`src/rtl/core/nibble_packet_boot_loader_core_defines.svh`:
```
// ----------------------------------------------------------------------------
// nibble_packet_boot_loader_core_defines
// Assertion macros shared by the loader core modules.
// ----------------------------------------------------------------------------
`ifndef NIBBLE_PACKET_BOOT_LOADER_CORE_DEFINES_SVH
`define NIBBLE_PACKET_BOOT_LOADER_CORE_DEFINES_SVH

// Condition that holds at every clock edge out of reset.
`define NPBL_ASSERT_ALWAYS(lbl, cond, msg) \
    lbl: assert property (@(posedge clk) disable iff (!rst_n) (cond)) else $error(msg);

// Condition in one cycle implies a condition in the next cycle.
`define NPBL_ASSERT_NEXT(lbl, ante, cons, msg) \
    lbl: assert property (@(posedge clk) disable iff (!rst_n) (ante) |=> (cons)) else $error(msg);

`endif

```
`src/rtl/core/npbl_pkg.sv`:
```
// ----------------------------------------------------------------------------
// npbl_pkg
// Types and constants of the nibble packet boot loader core.
// ----------------------------------------------------------------------------
package npbl_pkg;

    localparam logic [1:0] ACT_START = 2'd0;
    localparam logic [1:0] ACT_DATA  = 2'd1;
    localparam logic [1:0] ACT_END   = 2'd2;

    localparam logic       CFG_HEADER = 1'b0;
    localparam logic       CFG_MAGIC  = 1'b1;

    localparam logic [15:0] HEADER_RESET = 16'h0054;
    localparam logic [15:0] MAGIC_RESET  = 16'hCEBA;

    localparam logic [15:0] CMD_LOAD = 16'd1;
    localparam logic [15:0] CMD_EXEC = 16'd2;

    localparam logic [1:0] REP_NONE = 2'd0;
    localparam logic [1:0] REP_LOAD = 2'd1;
    localparam logic [1:0] REP_EXEC = 2'd2;

    typedef enum logic [1:0] {
        OP_START,
        OP_DATA,
        OP_END,
        OP_NONE
    } op_t;

    typedef struct packed {
        op_t        op;
        logic [3:0] nib;
    } item_t;

    typedef struct packed {
        logic  valid;
        item_t item;
    } qhead_t;

    typedef enum logic [2:0] {
        PH_IDLE,
        PH_HEADER,
        PH_MAGIC,
        PH_LO,
        PH_HI,
        PH_FOOTER
    } phase_t;

endpackage

```
`src/rtl/core/nibble_packet_boot_loader_core.sv`:
```
// ----------------------------------------------------------------------------
// nibble_packet_boot_loader_core
// Takes one packet event beat per clock while in_stall is low and returns one
// result beat for each. A beat passes the two-entry input queue and then the
// result register before its result is presented; with out_stall low the core
// sustains one beat per cycle, and in_stall rises only once the queue holds
// two beats behind a stalled result register.
// Configuration writes take effect at the next clock edge.
// ----------------------------------------------------------------------------
module nibble_packet_boot_loader_core
(
    input  logic        clk,
    input  logic        rst_n,
    input  logic        in_valid,
    output logic        in_stall,
    input  logic [1:0]  action,
    input  logic [3:0]  nibble,
    output logic        out_valid,
    input  logic        out_stall,
    output logic        write_valid,
    output logic [15:0] write_addr,
    output logic [7:0]  write_byte,
    output logic [1:0]  report,
    output logic [15:0] report_addr,
    output logic [15:0] report_len,
    input  logic        cfg_wen,
    input  logic        cfg_index,
    input  logic [15:0] cfg_data
);

    npbl_pkg::qhead_t head;
    logic             pop;

    npbl_front u_front
    (
        .clk      (clk),
        .rst_n    (rst_n),
        .in_valid (in_valid),
        .in_stall (in_stall),
        .action   (action),
        .nibble   (nibble),
        .head     (head),
        .pop      (pop)
    );

    npbl_back u_back
    (
        .clk         (clk),
        .rst_n       (rst_n),
        .head        (head),
        .pop         (pop),
        .cfg_wen     (cfg_wen),
        .cfg_index   (cfg_index),
        .cfg_data    (cfg_data),
        .out_valid   (out_valid),
        .out_stall   (out_stall),
        .write_valid (write_valid),
        .write_addr  (write_addr),
        .write_byte  (write_byte),
        .report      (report),
        .report_addr (report_addr),
        .report_len  (report_len)
    );

endmodule

```
`src/rtl/core/npbl_front.sv`:
```
// ----------------------------------------------------------------------------
// npbl_front
// Accepts input beats, decodes the action and queues them for the back end.
// ----------------------------------------------------------------------------
`include "nibble_packet_boot_loader_core_defines.svh"

module npbl_front
(
    input  logic            clk,
    input  logic            rst_n,
    input  logic            in_valid,
    output logic            in_stall,
    input  logic [1:0]      action,
    input  logic [3:0]      nibble,
    output npbl_pkg::qhead_t head,
    input  logic            pop
);

    npbl_pkg::item_t q_reg [2];
    logic            wr_ptr_reg;
    logic            wr_ptr_next;
    logic            rd_ptr_reg;
    logic            rd_ptr_next;
    logic [1:0]      cnt_reg;
    logic [1:0]      cnt_next;
    logic            push;
    npbl_pkg::item_t item_in;

    always_comb
    begin
        case (action)
            npbl_pkg::ACT_START: item_in.op = npbl_pkg::OP_START;
            npbl_pkg::ACT_DATA:  item_in.op = npbl_pkg::OP_DATA;
            npbl_pkg::ACT_END:   item_in.op = npbl_pkg::OP_END;
            default:             item_in.op = npbl_pkg::OP_NONE;
        endcase
        item_in.nib = nibble;
    end

    assign in_stall   = (cnt_reg == 2'd2);
    assign push       = in_valid && !in_stall;
    assign head.valid = (cnt_reg != 2'd0);
    assign head.item  = q_reg[rd_ptr_reg];

    always_comb
    begin
        wr_ptr_next = push ? ~wr_ptr_reg : wr_ptr_reg;
        rd_ptr_next = pop ? ~rd_ptr_reg : rd_ptr_reg;
        cnt_next    = cnt_reg;
        if (push && !pop)
        begin
            cnt_next = cnt_reg + 2'd1;
        end
        else if (pop && !push)
        begin
            cnt_next = cnt_reg - 2'd1;
        end
    end

    always_ff @(posedge clk or negedge rst_n)
    begin
        if (!rst_n)
        begin
            wr_ptr_reg <= 1'b0;
            rd_ptr_reg <= 1'b0;
            cnt_reg    <= 2'd0;
        end
        else
        begin
            wr_ptr_reg <= wr_ptr_next;
            rd_ptr_reg <= rd_ptr_next;
            cnt_reg    <= cnt_next;
        end
    end

    always_ff @(posedge clk)
    begin
        if (push)
        begin
            q_reg[wr_ptr_reg] <= item_in;
        end
    end

    `NPBL_ASSERT_ALWAYS(a_pop_needs_item, !(pop && !head.valid), "pop from empty queue")
    `NPBL_ASSERT_NEXT(a_push_shows_head, push && (cnt_reg == 2'd0), head.valid, "pushed beat lost")

endmodule

```
`src/rtl/core/npbl_back.sv`:
```
// ----------------------------------------------------------------------------
// npbl_back
// Packet state machine, configuration registers and result register.
// ----------------------------------------------------------------------------
`include "nibble_packet_boot_loader_core_defines.svh"

module npbl_back
(
    input  logic             clk,
    input  logic             rst_n,
    input  npbl_pkg::qhead_t head,
    output logic             pop,
    input  logic             cfg_wen,
    input  logic             cfg_index,
    input  logic [15:0]      cfg_data,
    output logic             out_valid,
    input  logic             out_stall,
    output logic             write_valid,
    output logic [15:0]      write_addr,
    output logic [7:0]       write_byte,
    output logic [1:0]       report,
    output logic [15:0]      report_addr,
    output logic [15:0]      report_len
);

    npbl_pkg::phase_t phase_reg, phase_next;
    logic [15:0] pos_reg, pos_next;
    logic [15:0] base_reg, base_next;
    logic [15:0] bcnt_reg, bcnt_next;
    logic [15:0] cmd_reg, cmd_next;
    logic [3:0]  held_reg, held_next;
    logic [15:0] len_reg, len_next;
    logic [15:0] hdr_cfg_reg;
    logic [15:0] magic_cfg_reg;

    logic        out_valid_reg, out_valid_next;
    logic        wv_reg, wv_next;
    logic [15:0] wa_reg, wa_next;
    logic [7:0]  wb_reg, wb_next;
    logic [1:0]  rep_reg, rep_next;
    logic [15:0] ra_reg, ra_next;
    logic [15:0] rl_reg, rl_next;

    logic [15:0] pos_inc;
    logic [15:0] bcnt_inc;
    logic [15:0] addr_sum;
    logic [3:0]  want;
    logic [3:0]  nib;

    function automatic logic [15:0] gather(input logic [15:0] dst, input logic [1:0] slot,
                                           input logic [3:0] n);
        logic [15:0] r;
        r = (slot == 2'd0) ? 16'd0 : dst;
        r[{slot, 2'b00} +: 4] = n;
        return r;
    endfunction

    assign pop      = head.valid && (!out_valid_reg || !out_stall);
    assign nib      = head.item.nib;
    assign pos_inc  = pos_reg + 16'd1;
    assign bcnt_inc = bcnt_reg + 16'd1;
    assign addr_sum = base_reg + bcnt_reg;
    assign want     = magic_cfg_reg[{pos_reg[1:0], 2'b00} +: 4];

    always_comb
    begin
        phase_next = phase_reg;
        pos_next   = pos_reg;
        base_next  = base_reg;
        bcnt_next  = bcnt_reg;
        cmd_next   = cmd_reg;
        held_next  = held_reg;
        len_next   = len_reg;
        wv_next    = 1'b0;
        wa_next    = 16'd0;
        wb_next    = 8'd0;
        rep_next   = npbl_pkg::REP_NONE;
        ra_next    = 16'd0;
        rl_next    = 16'd0;
        if (pop)
        begin
            case (phase_reg)
                npbl_pkg::PH_IDLE:
                begin
                    if (head.item.op == npbl_pkg::OP_START)
                    begin
                        pos_next   = 16'd0;
                        phase_next = npbl_pkg::PH_HEADER;
                    end
                end
                npbl_pkg::PH_HEADER:
                begin
                    if (head.item.op == npbl_pkg::OP_END)
                    begin
                        phase_next = npbl_pkg::PH_IDLE;
                    end
                    else if (head.item.op == npbl_pkg::OP_DATA)
                    begin
                        pos_next = pos_inc;
                        if (pos_inc == hdr_cfg_reg)
                        begin
                            phase_next = npbl_pkg::PH_MAGIC;
                            pos_next   = 16'd0;
                            base_next  = 16'd0;
                            len_next   = 16'd0;
                            cmd_next   = 16'd0;
                        end
                    end
                end
                npbl_pkg::PH_MAGIC:
                begin
                    if (head.item.op == npbl_pkg::OP_END)
                    begin
                        phase_next = npbl_pkg::PH_IDLE;
                    end
                    else if (head.item.op == npbl_pkg::OP_DATA)
                    begin
                        pos_next = pos_inc;
                        case (pos_reg[3:2])
                            2'd0:
                            begin
                                if (nib != want)
                                begin
                                    phase_next = npbl_pkg::PH_FOOTER;
                                end
                            end
                            2'd1:    cmd_next  = gather(cmd_reg, pos_reg[1:0], nib);
                            2'd2:    base_next = gather(base_reg, pos_reg[1:0], nib);
                            default:
                            begin
                                if (pos_reg[1:0] == 2'd0)
                                begin
                                    if (cmd_reg == npbl_pkg::CMD_LOAD)
                                    begin
                                        len_next = {12'd0, nib};
                                    end
                                    else
                                    begin
                                        phase_next = npbl_pkg::PH_FOOTER;
                                    end
                                end
                                else
                                begin
                                    len_next = gather(len_reg, pos_reg[1:0], nib);
                                    if (pos_reg[1:0] == 2'd3)
                                    begin
                                        phase_next = npbl_pkg::PH_LO;
                                        bcnt_next  = 16'd0;
                                        pos_next   = pos_reg;
                                    end
                                end
                            end
                        endcase
                    end
                end
                npbl_pkg::PH_LO:
                begin
                    if (head.item.op == npbl_pkg::OP_END)
                    begin
                        phase_next = npbl_pkg::PH_IDLE;
                    end
                    else if (head.item.op == npbl_pkg::OP_DATA)
                    begin
                        wv_next    = 1'b1;
                        wa_next    = addr_sum;
                        wb_next    = {4'd0, nib};
                        held_next  = nib;
                        phase_next = npbl_pkg::PH_HI;
                    end
                end
                npbl_pkg::PH_HI:
                begin
                    if (head.item.op == npbl_pkg::OP_END)
                    begin
                        phase_next = npbl_pkg::PH_IDLE;
                    end
                    else if (head.item.op == npbl_pkg::OP_DATA)
                    begin
                        wv_next    = 1'b1;
                        wa_next    = addr_sum;
                        wb_next    = {nib, held_reg};
                        bcnt_next  = bcnt_inc;
                        phase_next = (bcnt_inc == len_reg) ? npbl_pkg::PH_FOOTER
                                                           : npbl_pkg::PH_LO;
                    end
                end
                npbl_pkg::PH_FOOTER:
                begin
                    if (head.item.op == npbl_pkg::OP_END)
                    begin
                        if (cmd_reg == npbl_pkg::CMD_LOAD)
                        begin
                            rep_next = npbl_pkg::REP_LOAD;
                            ra_next  = base_reg;
                            rl_next  = len_reg;
                        end
                        else if (cmd_reg == npbl_pkg::CMD_EXEC)
                        begin
                            rep_next = npbl_pkg::REP_EXEC;
                            ra_next  = base_reg;
                        end
                        phase_next = npbl_pkg::PH_IDLE;
                    end
                end
                default:
                begin
                    phase_next = npbl_pkg::PH_IDLE;
                end
            endcase
        end
    end

    always_comb
    begin
        out_valid_next = out_valid_reg;
        if (pop)
        begin
            out_valid_next = 1'b1;
        end
        else if (!out_stall)
        begin
            out_valid_next = 1'b0;
        end
    end

    always_ff @(posedge clk or negedge rst_n)
    begin
        if (!rst_n)
        begin
            phase_reg     <= npbl_pkg::PH_IDLE;
            pos_reg       <= 16'd0;
            base_reg      <= 16'd0;
            bcnt_reg      <= 16'd0;
            cmd_reg       <= 16'd0;
            held_reg      <= 4'd0;
            len_reg       <= 16'd0;
            out_valid_reg <= 1'b0;
        end
        else
        begin
            phase_reg     <= phase_next;
            pos_reg       <= pos_next;
            base_reg      <= base_next;
            bcnt_reg      <= bcnt_next;
            cmd_reg       <= cmd_next;
            held_reg      <= held_next;
            len_reg       <= len_next;
            out_valid_reg <= out_valid_next;
        end
    end

    always_ff @(posedge clk or negedge rst_n)
    begin
        if (!rst_n)
        begin
            hdr_cfg_reg   <= npbl_pkg::HEADER_RESET;
            magic_cfg_reg <= npbl_pkg::MAGIC_RESET;
        end
        else if (cfg_wen)
        begin
            case (cfg_index)
                npbl_pkg::CFG_HEADER: hdr_cfg_reg   <= cfg_data;
                npbl_pkg::CFG_MAGIC:  magic_cfg_reg <= cfg_data;
                default:              hdr_cfg_reg   <= hdr_cfg_reg;
            endcase
        end
    end

    always_ff @(posedge clk)
    begin
        if (pop)
        begin
            wv_reg  <= wv_next;
            wa_reg  <= wa_next;
            wb_reg  <= wb_next;
            rep_reg <= rep_next;
            ra_reg  <= ra_next;
            rl_reg  <= rl_next;
        end
    end

    assign out_valid   = out_valid_reg;
    assign write_valid = wv_reg;
    assign write_addr  = wa_reg;
    assign write_byte  = wb_reg;
    assign report      = rep_reg;
    assign report_addr = ra_reg;
    assign report_len  = rl_reg;

    `NPBL_ASSERT_ALWAYS(a_data_is_load, !((phase_reg == npbl_pkg::PH_LO || phase_reg == npbl_pkg::PH_HI) && (cmd_reg != npbl_pkg::CMD_LOAD)), "data phase without load command")
    `NPBL_ASSERT_NEXT(a_write_no_report, pop && wv_next, rep_reg == npbl_pkg::REP_NONE, "write and report in one beat")

endmodule
```
`config.mk`:
```
export PLATFORM = sky130hd
export DESIGN_NAME = nibble_packet_boot_loader_core
export DESIGN_NICKNAME = d
export VERILOG_FILES = /design/src/rtl/core/npbl_pkg.sv /design/src/rtl/core/nibble_packet_boot_loader_core.sv /design/src/rtl/core/npbl_front.sv /design/src/rtl/core/npbl_back.sv
export VERILOG_INCLUDE_DIRS = /design/src /design/src/rtl/core
export SDC_FILE = /design/constraint.sdc
export NUM_CORES = 1
export LEC_CHECK = 0
export BUFFER_PORTS_ARGS = -buffer_cell sky130_fd_sc_hd__clkbuf_2
export CAP_MARGIN = 25
export CORE_UTILIZATION = 65
export CTS_BUF_LIST = sky130_fd_sc_hd__clkbuf_8
export CTS_CLUSTER_DIAMETER = 150
export DETAILED_ROUTE_END_ITERATION = 10
export GPL_ROUTABILITY_DRIVEN = 0
export PLACE_DENSITY_LB_ADDON = 0.25
export SYNTH_ARGS = -nofsm -noshare
export SYNTH_HDL_FRONTEND = slang
export SYNTH_HIERARCHICAL = 1
export SYNTH_SLANG_ARGS = --single-unit
```
`constraint.sdc`:
```
create_clock -name clk -period 5.35 [get_ports clk]
set_input_delay 0.8025 -clock clk [delete_from_list [all_inputs] [get_ports clk]]
set_output_delay 0.8025 -clock clk [all_outputs]
set_load 0.03 [all_outputs]
```
==> qor.csv, run 1 <==
stage,metric,value,unit
run_status,outcome,completed,
floorplan,Core Region,15200,µm²
worst_hold_path,worst min path class,in2async,
pwr,Leakage Power,4.77,nW
detailed_routing,WL/cell,18.4,µm
sta,worst setup margin,1160,ps
sta,Final Hold Viols,0,
synthesis,synthesized cell area,10100,µm²
layout,Layout area overhead,9.34,%
sta,clk_skew,14.6,ps
detailed_routing,drt drc,0,
detailed_routing,Vias/cell,6.19,
worst_setup_path,R2R Setup Slk,1160,ps
floorplan,die area,16100,µm²
worst_setup_path,CP Max Fanout,14,
placement,port bufs,88,
layout,antenna cells,0,
pwr,Peak supply drop,0.000273,V
clocking,Worst-Skew Late Latency,470,ps
synthesis,Mapped Cells,886,
sta,max-slew headroom at the worst pin,40.1,%
sta,Tmin final,4190,ps
floorplan,# IOs,89,
sta,Finish-stage setup viols,0,
placement,pre-CTS setup slack,1250,ps
clocking,H-tree levels,4,
detailed_routing,DR pass1 iterations,6,
clocking,TritonCTS clock tree,yes,
clocking,post-CTS sizing,0,
clocking,clock transition at the registers of the reported paths,90,ps
floorplan,die height,127,µm
clocking,hold_buf cts,0,
worst_setup_path,Worst setup SP type,flip-flop,
global_routing,GRT Resource Usage Total,28.3,%
sta,worst hold margin,450,ps
clocking,clk sinks,195,
worst_setup_path,Critical Path Sink Type,flip-flop,
clocking,Root Driver,clkbuf_8,
synthesis,"flops & latches, synth",195,
sta,final critical-path share of the clock period,78.4,%
detailed_routing,number of DRC markers in iteration 0,663,
synthesis,warnings from Yosys,6,
detailed_routing,via count,7178,
clocking,TritonCTS Buffers,17,
floorplan,Initial Util,66.7,%
layout,layout cells sized above 1,24.6,%
worst_setup_path,Worst EP required,5710,ps
floorplan,chip width,127,µm
worst_setup_path,Worst Reg2Reg Path Length in Cells,9,
synthesis,Synth top area share,27.4,%
pwr,Total Power,4.33,mW
synthesis,Yosys cell types,71,
worst_setup_path,worst flop-to-flop path endpoint,u_back/base_reg[6]$_DFFE_PN0P_,
sta,worst-margin pin slew,898,ps
layout,# fillers,1074,
synthesis,main area contributors after synthesis,"dfrtp_1, edfxtp_1, mux2_2",
synthesis,Post-synth EDFFs,71,
global_routing,vias in the first global route,6953,
global_routing,pin count of the biggest net entering global routing,71,
synthesis,Async SR Flop Fraction,63.6,%
worst_setup_path,Worst EP arrival,4550,ps
sta,max-slew violations,0,
sta,setup TNS,0,ps
layout,Seq. cell area,5250,µm²
detailed_routing,Detail Route Antenna Nets,0,
synthesis,Synthesized Nets,944,
layout,Util after Layout,72.9,%
sta,Max Clock Freq,239,MHz
clocking,clk buf depth,2,
global_routing,total grt overflow,0,
floorplan,row count,45,
detailed_routing,Total Wirelength,21.3,mm
sta,RSZ-0062 raised after global routing,no,
worst_setup_path,crit path launch,u_back/pos_reg[0]$_DFFE_PN0P_,
global_routing,first-pass GRT wire length,34.9,mm
synthesis,Synth Flop Type,dfrtp_1,
worst_setup_path,reg2reg start,u_back/pos_reg[0]$_DFFE_PN0P_,
synthesis,Yosys top cell by area,dfrtp_1,
global_routing,initial antenna violation count,0,
clocking,setup bufs post-CTS,0,
layout,Nets,1017,
job,max cap viols,0,
layout,multi-input logic area,4620,µm²
synthesis,post-synthesis average cell area,11.4,µm²
placement,Detail Placement HPWL,15.4,mm
synthesis,"Seq/Total Area, Yosys",51.8,%
pwr,pwr/cell area,390,nW/µm²
worst_setup_path,Worst Setup Path Type,reg2reg,
-- synthesized netlist by cell type (5+ instances only) --
master / instances
nand2b_1: 9
nor4_1: 13
dfstp_2: 13
a211oi_1: 5
nor2_1: 53
and3_1: 12
and2_1: 49
xnor2_1: 37
nor2b_1: 12
xor2_1: 26
a21o_1: 6
ha_1: 29
nand3_1: 21
inv_1: 21
a21oi_2: 6
mux2_2: 74
nand4_1: 10
o211ai_1: 5
a22o_1: 26
edfxtp_1: 71
a31oi_1: 7
o31ai_1: 7
o21ai_0: 49
clkbuf_1: 31
a21oi_1: 26
nor3b_1: 6
dfrtp_1: 111
nor3_1: 27
nand2_1: 42
mux2_1: 6
or3_1: 5
-- per-layer routing --
layer | share of wire (%) | up-vias | wire length, µm | track usage, %
li1 | - | 3370 | - | -
met1 | 41 | 3460 | 8760 | 35.4
met2 | 50 | 284 | 10600 | 47.8
met3 | 4.9 | 64 | 1040 | 4.30
met4 | 4.0 | 0 | 849 | 15.1
met5 | 0 | - | 0 | 0
-- report_power, final --
| part | internal, mW | total [mW] | switching (mW) |
|---|---|---|---|
| combinational | 0.442 | 1.36 | 0.921 |
| sequential | 1.86 | 2.04 | 0.172 |
| clock | 0.425 | 0.927 | 0.502 |
| total | 2.73 | 4.33 | 1.60 |
-- worst max-delay path, stage by stage (launching register included) --
cell	delay [ps]
dfrtp_1	710
ha_1	450
nand3_1	340
or4_1	630
a221oi_2	250
nand4_1	160
nor4_1	400
nand2_1	400
a21oi_2	390
mux2_2	370
-- stage by stage --
step / area (µm²) / std cells
2_1_floorplan: 10100 / 886
5_1_grt: 11100 / 1160
3_5_place_dp: 10700 / 1126
6_report: 11100 / 1160
4_1_cts: 11100 / 1158
3_3_place_gp: 10700 / 1125
-- final cells by class --
type                       instances  area share [%]
inverter                          21           0.711
clock buffer                      18            2.24
clock inverter                    14            1.21
timing repair buffer              97            4.68
tap                              188            2.12
sequential                       195            47.4
multi-input combinational        627            41.7
-- logic make-up after synthesis --
group | share of synthesized area, %
and+or+nand+nor | 14.8
xor gates and xnor gates | 5.60
muxes | 9.97
DFF | 51.8
adders and majority gates | 3.88
buffers and inverters | 2.70
AOI/OAI and AO/OA | 11.2
-- placed cells by master, fill, tap and decap left out, types with 13 or more instances in the layout --
| cell | instances |
|---|---|
| clkbuf_8 | 18 |
| edfxtp_1 | 71 |
| o21ai_0 | 49 |
| nand2_1 | 42 |
| dfstp_2 | 13 |
| inv_1 | 21 |
| nand3_1 | 21 |
| nor3_1 | 27 |
| a21oi_1 | 26 |
| clkbuf_2 | 87 |
| xor2_1 | 26 |
| mux2_2 | 74 |
| nor2_1 | 53 |
| dfrtp_1 | 111 |
| ha_1 | 29 |
| a22o_1 | 26 |
| and2_1 | 49 |
| xnor2_1 | 37 |
-- worst max-delay path by stage --
stage                                          end  slack [ps]  depth (start not counted)
global route        u_back/base_reg[5]$_DFFE_PN0P_         800                          9
CTS                 u_back/cmd_reg[14]$_DFFE_PN0P_        1220                          9
global placement     u_back/pos_reg[0]$_DFFE_PN0P_        1420                          9
detailed placement  u_back/cmd_reg[14]$_DFFE_PN0P_        1250                          9
floorplan           u_back/pos_reg[14]$_DFFE_PN0P_        1300                          8
finish              u_back/base_reg[6]$_DFFE_PN0P_        1160                          9
Note: power is estimated with default switching activity, not from simulation.
==> run 2: changes to the inputs <==
--- a/config.mk
+++ b/config.mk
@@ -6,9 +6,10 @@
 export SDC_FILE = /design/constraint.sdc
 export NUM_CORES = 1
 export LEC_CHECK = 0
+export ABC_AREA = 1
 export BUFFER_PORTS_ARGS = -buffer_cell sky130_fd_sc_hd__clkbuf_2
 export CAP_MARGIN = 25
-export CORE_UTILIZATION = 65
+export CORE_UTILIZATION = 56
 export CTS_BUF_LIST = sky130_fd_sc_hd__clkbuf_8
 export CTS_CLUSTER_DIAMETER = 150
 export DETAILED_ROUTE_END_ITERATION = 10
==> constraint.sdc (replaced) <==
create_clock -name clk -period 3.5 [get_ports clk]
set_input_delay 0.525 -clock clk [delete_from_list [all_inputs] [get_ports clk]]
set_output_delay 0.525 -clock clk [all_outputs]
set_load 0.03 [all_outputs]
==> qor.csv, run 2 <==
stage,metric,value,unit,change
run_status,outcome,completed,,unchanged
sta,final critical-path share of the clock period,87.6,%,was 78.4%
clocking,TritonCTS Buffers,17,,unchanged
global_routing,first-pass GRT wire length,40.8,mm,was 34.9 mm
layout,# fillers,1564,,"was 1,074"
placement,pre-CTS setup slack,468,ps,was 1250 ps
worst_hold_path,worst min path class,in2async,,unchanged
detailed_routing,via count,8714,,"was 7,178"
pwr,pwr/cell area,707,nW/µm²,was 390 nW/µm²
synthesis,post-synthesis mux area share,0.947,%,was 9.97%
sta,max-slew violations,0,,unchanged
sta,Finish-stage setup viols,0,,unchanged
synthesis,Synth top area share,26.3,%,was 27.4%
placement,Detail Placement HPWL,18.5,mm,was 15.4 mm
synthesis,warnings from Yosys,6,,unchanged
worst_setup_path,R2R Setup Slk,430,ps,was 1160 ps
synthesis,Async SR Flop Fraction,63.6,%,unchanged
detailed_routing,Detail Route Antenna Nets,0,,unchanged
synthesis,Synth Flop Type,dfrtp_1,,unchanged
synthesis,synthesized cell area,10600,µm²,"was 10,100 µm²"
global_routing,initial antenna violation count,0,,unchanged
synthesis,post-synthesis average cell area,8.43,µm²,was 11.4 µm²
synthesis,Yosys top cell by area,dfrtp_1,,unchanged
worst_setup_path,Worst setup SP type,flip-flop,,unchanged
sta,worst hold margin,109,ps,was 450 ps
sta,clk_skew,12.4,ps,was 14.6 ps
clocking,clk sinks,195,,unchanged
sta,worst setup margin,433,ps,was 1160 ps
detailed_routing,Total Wirelength,24.8,mm,was 21.3 mm
synthesis,Post-synth EDFFs,71,,unchanged
layout,Nets,1389,,"was 1,017"
worst_setup_path,worst flop-to-flop path endpoint,u_back/len_reg[15]$_DFFE_PN0P_,,was u_back/base_reg[6]$_DFFE_PN0P_
clocking,clk buf depth,2,,unchanged
clocking,post-CTS sizing,0,,unchanged
detailed_routing,DR pass1 iterations,5,,was 6
worst_setup_path,Worst EP required,3870,ps,was 5710 ps
sta,RSZ-0062 raised after global routing,no,,unchanged
clocking,Root Driver,clkbuf_8,,unchanged
clocking,Worst-Skew Late Latency,480,ps,was 470 ps
synthesis,Mapped Cells,1254,,was 886
global_routing,GRT Resource Usage Total,26.9,%,was 28.3%
synthesis,most frequent cells after synthesis,"nand2_1, inv_1, dfrtp_1",,"was dfrtp_1, mux2_2, edfxtp_1"
sta,Tmin final,3070,ps,was 4190 ps
worst_setup_path,CP Max Fanout,20,,was 14
clocking,H-tree levels,4,,unchanged
synthesis,XOR/XNOR Fraction of Synth Area,2.21,%,was 5.60%
floorplan,chip width,139,µm,was 127 µm
layout,multi-input logic area,4590,µm²,was 4620 µm²
sta,setup TNS,0,ps,unchanged
global_routing,pin count of the biggest net entering global routing,64,,was 71
detailed_routing,drt drc,0,,unchanged
clocking,hold_buf cts,0,,unchanged
worst_setup_path,reg2reg start,u_back/pos_reg[1]$_DFFE_PN0P_,,was u_back/pos_reg[0]$_DFFE_PN0P_
synthesis,post-synthesis simple-gate area fraction,28.2,%,was 14.8%
synthesis,largest family of logic cells by synthesized area,simple AND/OR/NAND/NOR gates,,unchanged
pwr,Peak supply drop,0.000369,V,was 0.000273 V
floorplan,Core Region,18200,µm²,"was 15,200 µm²"
worst_setup_path,Worst Setup Path Type,reg2reg,,unchanged
synthesis,"Seq/Total Area, Yosys",49.7,%,was 51.8%
synthesis,Post-Synth Adder-Cell Area,3.62,%,was 3.88%
layout,Seq. cell area,5250,µm²,unchanged
layout,Layout area overhead,9.73,%,was 9.34%
clocking,setup bufs post-CTS,0,,unchanged
sta,Max Clock Freq,326,MHz,was 239 MHz
worst_setup_path,Worst EP arrival,3440,ps,was 4550 ps
floorplan,die area,19400,µm²,"was 16,100 µm²"
synthesis,"flops & latches, synth",195,,unchanged
worst_setup_path,Worst Reg2Reg Path Length in Cells,14,,was 9
floorplan,Initial Util,58.1,%,was 66.7%
pwr,Leakage Power,5.36,nW,was 4.77 nW
detailed_routing,WL/cell,15.8,µm,was 18.4 µm
layout,antenna cells,0,,unchanged
floorplan,# IOs,89,,unchanged
worst_setup_path,Critical Path Sink Type,flip-flop,,unchanged
layout,layout cells sized above 1,14.4,%,was 24.6%
synthesis,Synth Area in Compound Gates,8.25,%,was 11.2%
layout,"commonest non-fill, non-tap cells in the layout","nand2_1, inv_1, dfrtp_1",,"was dfrtp_1, clkbuf_2, mux2_2"
global_routing,vias in the first global route,8060,,"was 6,953"
detailed_routing,Vias/cell,5.54,,was 6.19
layout,"commonest non-fill, non-tap cell in the layout",nand2_1,,was dfrtp_1
sta,worst-margin pin slew,890,ps,was 898 ps
clocking,clock transition at the registers of the reported paths,100,ps,was 90 ps
clocking,TritonCTS clock tree,yes,,unchanged
pwr,Total Power,8.20,mW,was 4.33 mW
sta,Final Hold Viols,0,,unchanged
synthesis,most frequent cell after synthesis,nand2_1,,was dfrtp_1
floorplan,die height,139,µm,was 127 µm
sta,max-slew headroom at the worst pin,40.5,%,was 40.1%
global_routing,total grt overflow,0,,unchanged
synthesis,Synthesized Nets,1312,,was 944
detailed_routing,number of DRC markers in iteration 0,924,,was 663
synthesis,Yosys cell types,51,,was 71
placement,port bufs,88,,unchanged
floorplan,row count,49,,was 45
job,max cap viols,0,,unchanged
synthesis,main area contributors after synthesis,"dfrtp_1, edfxtp_1, nand2_1",,"was dfrtp_1, edfxtp_1, mux2_2"
## run 2: cell types whose count changed after synthesis, sizes merged, moves of 41 or more
cell	previous run	this run
o21ai	50	91
nor2	53	111
inv	21	142
and2	49	1
nand4	11	74
nand3	21	81
nand2	43	354
mux2	80	6
## run 2: stage by stage
| step | util (%) | instances | cell area [µm²] |
|---|---|---|---|
| after floorplan | - | 1254 | 10600 |
| after global placement | 61.6 | 1541 | 11200 |
| after detailed placement | 61.6 | 1541 | 11200 |
| after CTS | 63.7 | 1573 | 11600 |
| after global routing | 63.7 | 1573 | 11600 |
| final | 63.7 | 1573 | 11600 |
## run 2: power breakdown
part / internal [mW] / switching (mW)
registers: 2.98 / 0.398
clock network: 0.606 / 0.849
logic: 0.953 / 2.42
## run 2: critical path: stages (launching register included)
cell and delay, ps:
dfrtp_1 570, ha_1 400, nand3_1 180, nor2_2 210, nand2_1 100, nand3_1 90
nand2_1 70, nor2_2 110, nand2_2 70, nor2_4 120, nand4_1 150, nand2_1 490
nand3_2 220, nand2_1 120, nand2_1 60
## run 2: kinds of logic after synthesis
family,after synthesis
and+or+nand+nor,658
buffers and inverters,184
xor gates and xnor gates,22
DFF,195
adders and majority gates,30
AOI/OAI and AO/OA,158
muxes,7
## run 2: worst max-delay path by stage
stage | from | end | cells after the start
final | u_back/pos_reg[1]$_DFFE_PN0P_ | u_back/len_reg[15]$_DFFE_PN0P_ | 14
after global routing | u_back/pos_reg[1]$_DFFE_PN0P_ | u_back/len_reg[6]$_DFFE_PN0P_ | 14
after CTS | u_back/pos_reg[1]$_DFFE_PN0P_ | u_back/len_reg[15]$_DFFE_PN0P_ | 16
after detailed placement | u_back/pos_reg[1]$_DFFE_PN0P_ | u_back/len_reg[15]$_DFFE_PN0P_ | 16
after global placement | u_back/pos_reg[1]$_DFFE_PN0P_ | u_back/len_reg[14]$_DFFE_PN0P_ | 14
after floorplan | u_back/out_valid$_DFFE_PN0P_ | u_back/pos_reg[12]$_DFFE_PN0P_ | 7
## run 2: layer usage
metal	share of wire, %	vias up	track usage, %
met2	46	301	43.2
met5	0	-	0
met3	6.3	36	4.51
li1	-	4342	-
met1	45	4035	37.2
met4	2.0	0	9.12
## run 2: area by class of cell
type	instances	area share, %
clock inverters	14	1.26
multi-input cells	875	39.6
clock buffers	18	2.14
repair buffers	100	4.70
flip-flops and latches	195	45.3
well taps	229	2.47
inverters	142	4.59
==> run 3: changes to the inputs <==
--- a/config.mk
+++ b/config.mk
@@ -9,7 +9,7 @@
 export ABC_AREA = 1
 export BUFFER_PORTS_ARGS = -buffer_cell sky130_fd_sc_hd__clkbuf_2
 export CAP_MARGIN = 25
-export CORE_UTILIZATION = 56
+export CORE_UTILIZATION = 62
 export CTS_BUF_LIST = sky130_fd_sc_hd__clkbuf_8
 export CTS_CLUSTER_DIAMETER = 150
 export DETAILED_ROUTE_END_ITERATION = 10
==> constraint.sdc (replaced) <==
create_clock -name clk -period 3.4 [get_ports clk]
set_input_delay 0.51 -clock clk [delete_from_list [all_inputs] [get_ports clk]]
set_output_delay 0.51 -clock clk [all_outputs]
set_load 0.03 [all_outputs]
==> qor.csv, run 3 (synthesis gave the netlist of run 2 again) <==
stage,metric,value,unit,change
layout,"commonest non-fill, non-tap cell in the layout",nand2_1,,unchanged
pwr,sequential power share,40.7,%,was 41.2%
floorplan,die height,133,µm,was 139 µm
floorplan,die area,17600,µm²,"was 19,400 µm²"
sta,max-slew violations,0,,unchanged
global_routing,GRT Resource Usage Total,29.3,%,was 26.9%
pwr,Psw,3.79,mW,was 3.66 mW
worst_setup_path,R2R Setup Slk,250,ps,was 430 ps
worst_setup_path,reg2reg start,u_back/pos_reg[1]$_DFFE_PN0P_,,unchanged
clocking,clk buf depth,2,,unchanged
worst_setup_path,Worst EP arrival,3520,ps,was 3440 ps
layout,"commonest non-fill, non-tap cells in the layout","nand2_1, inv_1, dfrtp_1",,unchanged
clocking,Root Driver,clkbuf_8,,unchanged
global_routing,pin count of the biggest net entering global routing,69,,was 64
floorplan,chip width,133,µm,was 139 µm
detailed_routing,via count,8996,,"was 8,714"
detailed_routing,drt drc,0,,unchanged
pwr,Switching Fraction,44.4,%,was 44.7%
sta,final critical-path share of the clock period,92.7,%,was 87.6%
sta,setup TNS,0,ps,unchanged
clocking,H-tree levels,4,,unchanged
worst_setup_path,max incr delay on CP,560,ps,was 570 ps
worst_setup_path,Worst setup SP type,flip-flop,,unchanged
run_status,outcome,completed,,unchanged
global_routing,first-pass GRT wire length,40.1,mm,was 40.8 mm
sta,Finish-stage setup viols,0,,unchanged
detailed_routing,number of DRC markers in iteration 0,957,,was 924
sta,Final Hold Viols,0,,unchanged
worst_setup_path,slowest library cell on the worst path,dfrtp_1,,unchanged
pwr,Leakage Power,5.36,nW,about the same
worst_setup_path,most frequent CP cell,nand2_1,,unchanged
worst_setup_path,worst flop-to-flop path endpoint,u_back/len_reg[11]$_DFFE_PN0P_,,was u_back/len_reg[15]$_DFFE_PN0P_
floorplan,# IOs,89,,unchanged
pwr,pwr/cell area,735,nW/µm²,was 707 nW/µm²
worst_hold_path,worst min path class,in2async,,unchanged
pwr,clock network power share,18.2,%,was 17.7%
sta,Tmin final,3150,ps,was 3070 ps
floorplan,row count,47,,was 49
global_routing,initial antenna violation count,0,,unchanged
placement,Detail Placement HPWL,18.5,mm,about the same
layout,Util after Layout,69.8,%,was 63.7%
pwr,Comb power frac,41.1,%,about the same
sta,max-slew headroom at the worst pin,39.4,%,was 40.5%
sta,worst-margin pin slew,907,ps,was 890 ps
floorplan,Core Region,16600,µm²,"was 18,200 µm²"
detailed_routing,DR pass1 iterations,6,,was 5
detailed_routing,Detail Route Antenna Nets,0,,unchanged
detailed_routing,WL/cell,15.7,µm,was 15.8 µm
clocking,TritonCTS clock tree,yes,,unchanged
layout,Layout area overhead,9.79,%,was 9.73%
sta,RSZ-0062 raised after global routing,no,,unchanged
layout,antenna cells,0,,unchanged
layout,Nets,1389,,unchanged
job,max cap viols,0,,unchanged
clocking,TritonCTS Buffers,17,,unchanged
worst_setup_path,CP Max Fanout,20,,unchanged
worst_setup_path,"Critical Path, Cell by Cell",ha_1 -> nand3_1 -> nor2_2 -> nand4_1 -> nand2_1 -> nand2_1 -> nand2_1 -> nand2_1 -> nor2_4 -> nand4_1 -> nand2_1 -> nand3_2 -> nand2_1 -> nand2_1,,was ha_1 -> nand3_1 -> nor2_2 -> nand2_1 -> nand3_1 -> nand2_1 -> nor2_2 -> nand2_2 -> nor2_4 -> nand4_1 -> nand2_1 -> nand3_2 -> nand2_1 -> nand2_1
floorplan,Initial Util,63.5,%,was 58.1%
worst_setup_path,Worst Reg2Reg Path Length in Cells,14,,unchanged
clocking,setup bufs post-CTS,0,,unchanged
placement,port bufs,88,,unchanged
worst_setup_path,Worst Setup Path Type,reg2reg,,unchanged
clocking,clock transition at the registers of the reported paths,100,ps,about the same
pwr,Int Pwr,4.74,mW,was 4.54 mW
sta,clk_skew,18.1,ps,was 12.4 ps
sta,worst hold margin,57.4,ps,was 109 ps
worst_setup_path,Worst EP required,3760,ps,was 3870 ps
pwr,Peak supply drop,0.000547,V,was 0.000369 V
clocking,Worst-Skew Late Latency,480,ps,about the same
detailed_routing,Vias/cell,5.75,,was 5.54
clocking,post-CTS sizing,0,,unchanged
global_routing,vias in the first global route,8079,,"was 8,060"
global_routing,total grt overflow,0,,unchanged
clocking,hold_buf cts,0,,unchanged
clocking,clk sinks,195,,unchanged
sta,Max Clock Freq,317,MHz,was 326 MHz
layout,layout cells sized above 1,14.4,%,unchanged
worst_setup_path,Critical Path Sink Type,flip-flop,,unchanged
detailed_routing,Total Wirelength,24.6,mm,was 24.8 mm
==> run 3: cell types whose count changed in the layout (fill, tap and decap cells not counted) <==
cell        delta
inv_6          -1
clkbuf_8       -1
clkinvlp_4     +1
bufinv_16      +1
clkinv_4       -1
inv_8          +1
==> run 3: layout make-up <==
cell class / count / area [µm²]
clock inverter: 15 / 178
fill: 1299 / 5030
clock buffer: 17 / 234
sequential: 195 / 5250
multi-input combinational: 875 / 4590
timing repair buffer: 100 / 546
tap: 220 / 275
inverter: 142 / 533
==> run 3: worst max path at each step <==
stage          slack [ps]                             end  cells after the start                           from
3_3_place_gp          480   u_back/len_reg[2]$_DFFE_PN0P_                     14  u_back/pos_reg[1]$_DFFE_PN0P_
5_1_grt                20   u_back/len_reg[4]$_DFFE_PN0P_                     16  u_back/pos_reg[1]$_DFFE_PN0P_
4_1_cts               330   u_back/len_reg[9]$_DFFE_PN0P_                     14  u_back/pos_reg[1]$_DFFE_PN0P_
3_5_place_dp          340   u_back/len_reg[9]$_DFFE_PN0P_                     16  u_back/pos_reg[1]$_DFFE_PN0P_
6_report              250  u_back/len_reg[11]$_DFFE_PN0P_                     14  u_back/pos_reg[1]$_DFFE_PN0P_
2_1_floorplan         460  u_back/pos_reg[12]$_DFFE_PN0P_                      7   u_back/out_valid$_DFFE_PN0P_
==> run 3: through the flow <==
stage / std cells / total power, mW / setup WS [ps] / cell area (µm²)
finish: 1564 / 8.53 / 247 / 11600
global route: 1564 / 9.04 / 24.4 / 11600
CTS: 1564 / 8.51 / 330 / 11600
detailed placement: 1532 / 6.96 / 345 / 11200
global placement: 1532 / 6.88 / 484 / 11200
floorplan: 1254 / 6.07 / 460 / 10600
==> run 3: metal layers <==
| metal | vias to the layer above | routed length (µm) | GRT usage [%] |
|---|---|---|---|
| li1 | 4335 | - | - |
| met1 | 4141 | 10400 | 39.2 |
| met2 | 441 | 11400 | 46.4 |
| met3 | 79 | 1880 | 5.75 |
| met4 | 0 | 903 | 13.6 |
| met5 | - | 0 | 0 |
==> run 3: power groups by stage <==
stage / sequential (mW) / combinational (mW) / clock, mW
floorplan: 3.89 / 2.19 / 0
global placement: 3.50 / 3.39 / 0
detailed placement: 3.52 / 3.44 / 0
CTS: 3.47 / 3.46 / 1.59
global route: 3.54 / 3.84 / 1.67
finish: 3.47 / 3.50 / 1.55
==> run 3: worst max-delay path: cells and delay by family, from the launching register on <==
| family | cells | cell delay, ps |
|---|---|---|
| adders and majority gates | 1 | 410 |
| DFF | 1 | 560 |
| and+or+nand+nor | 13 | 2050 |
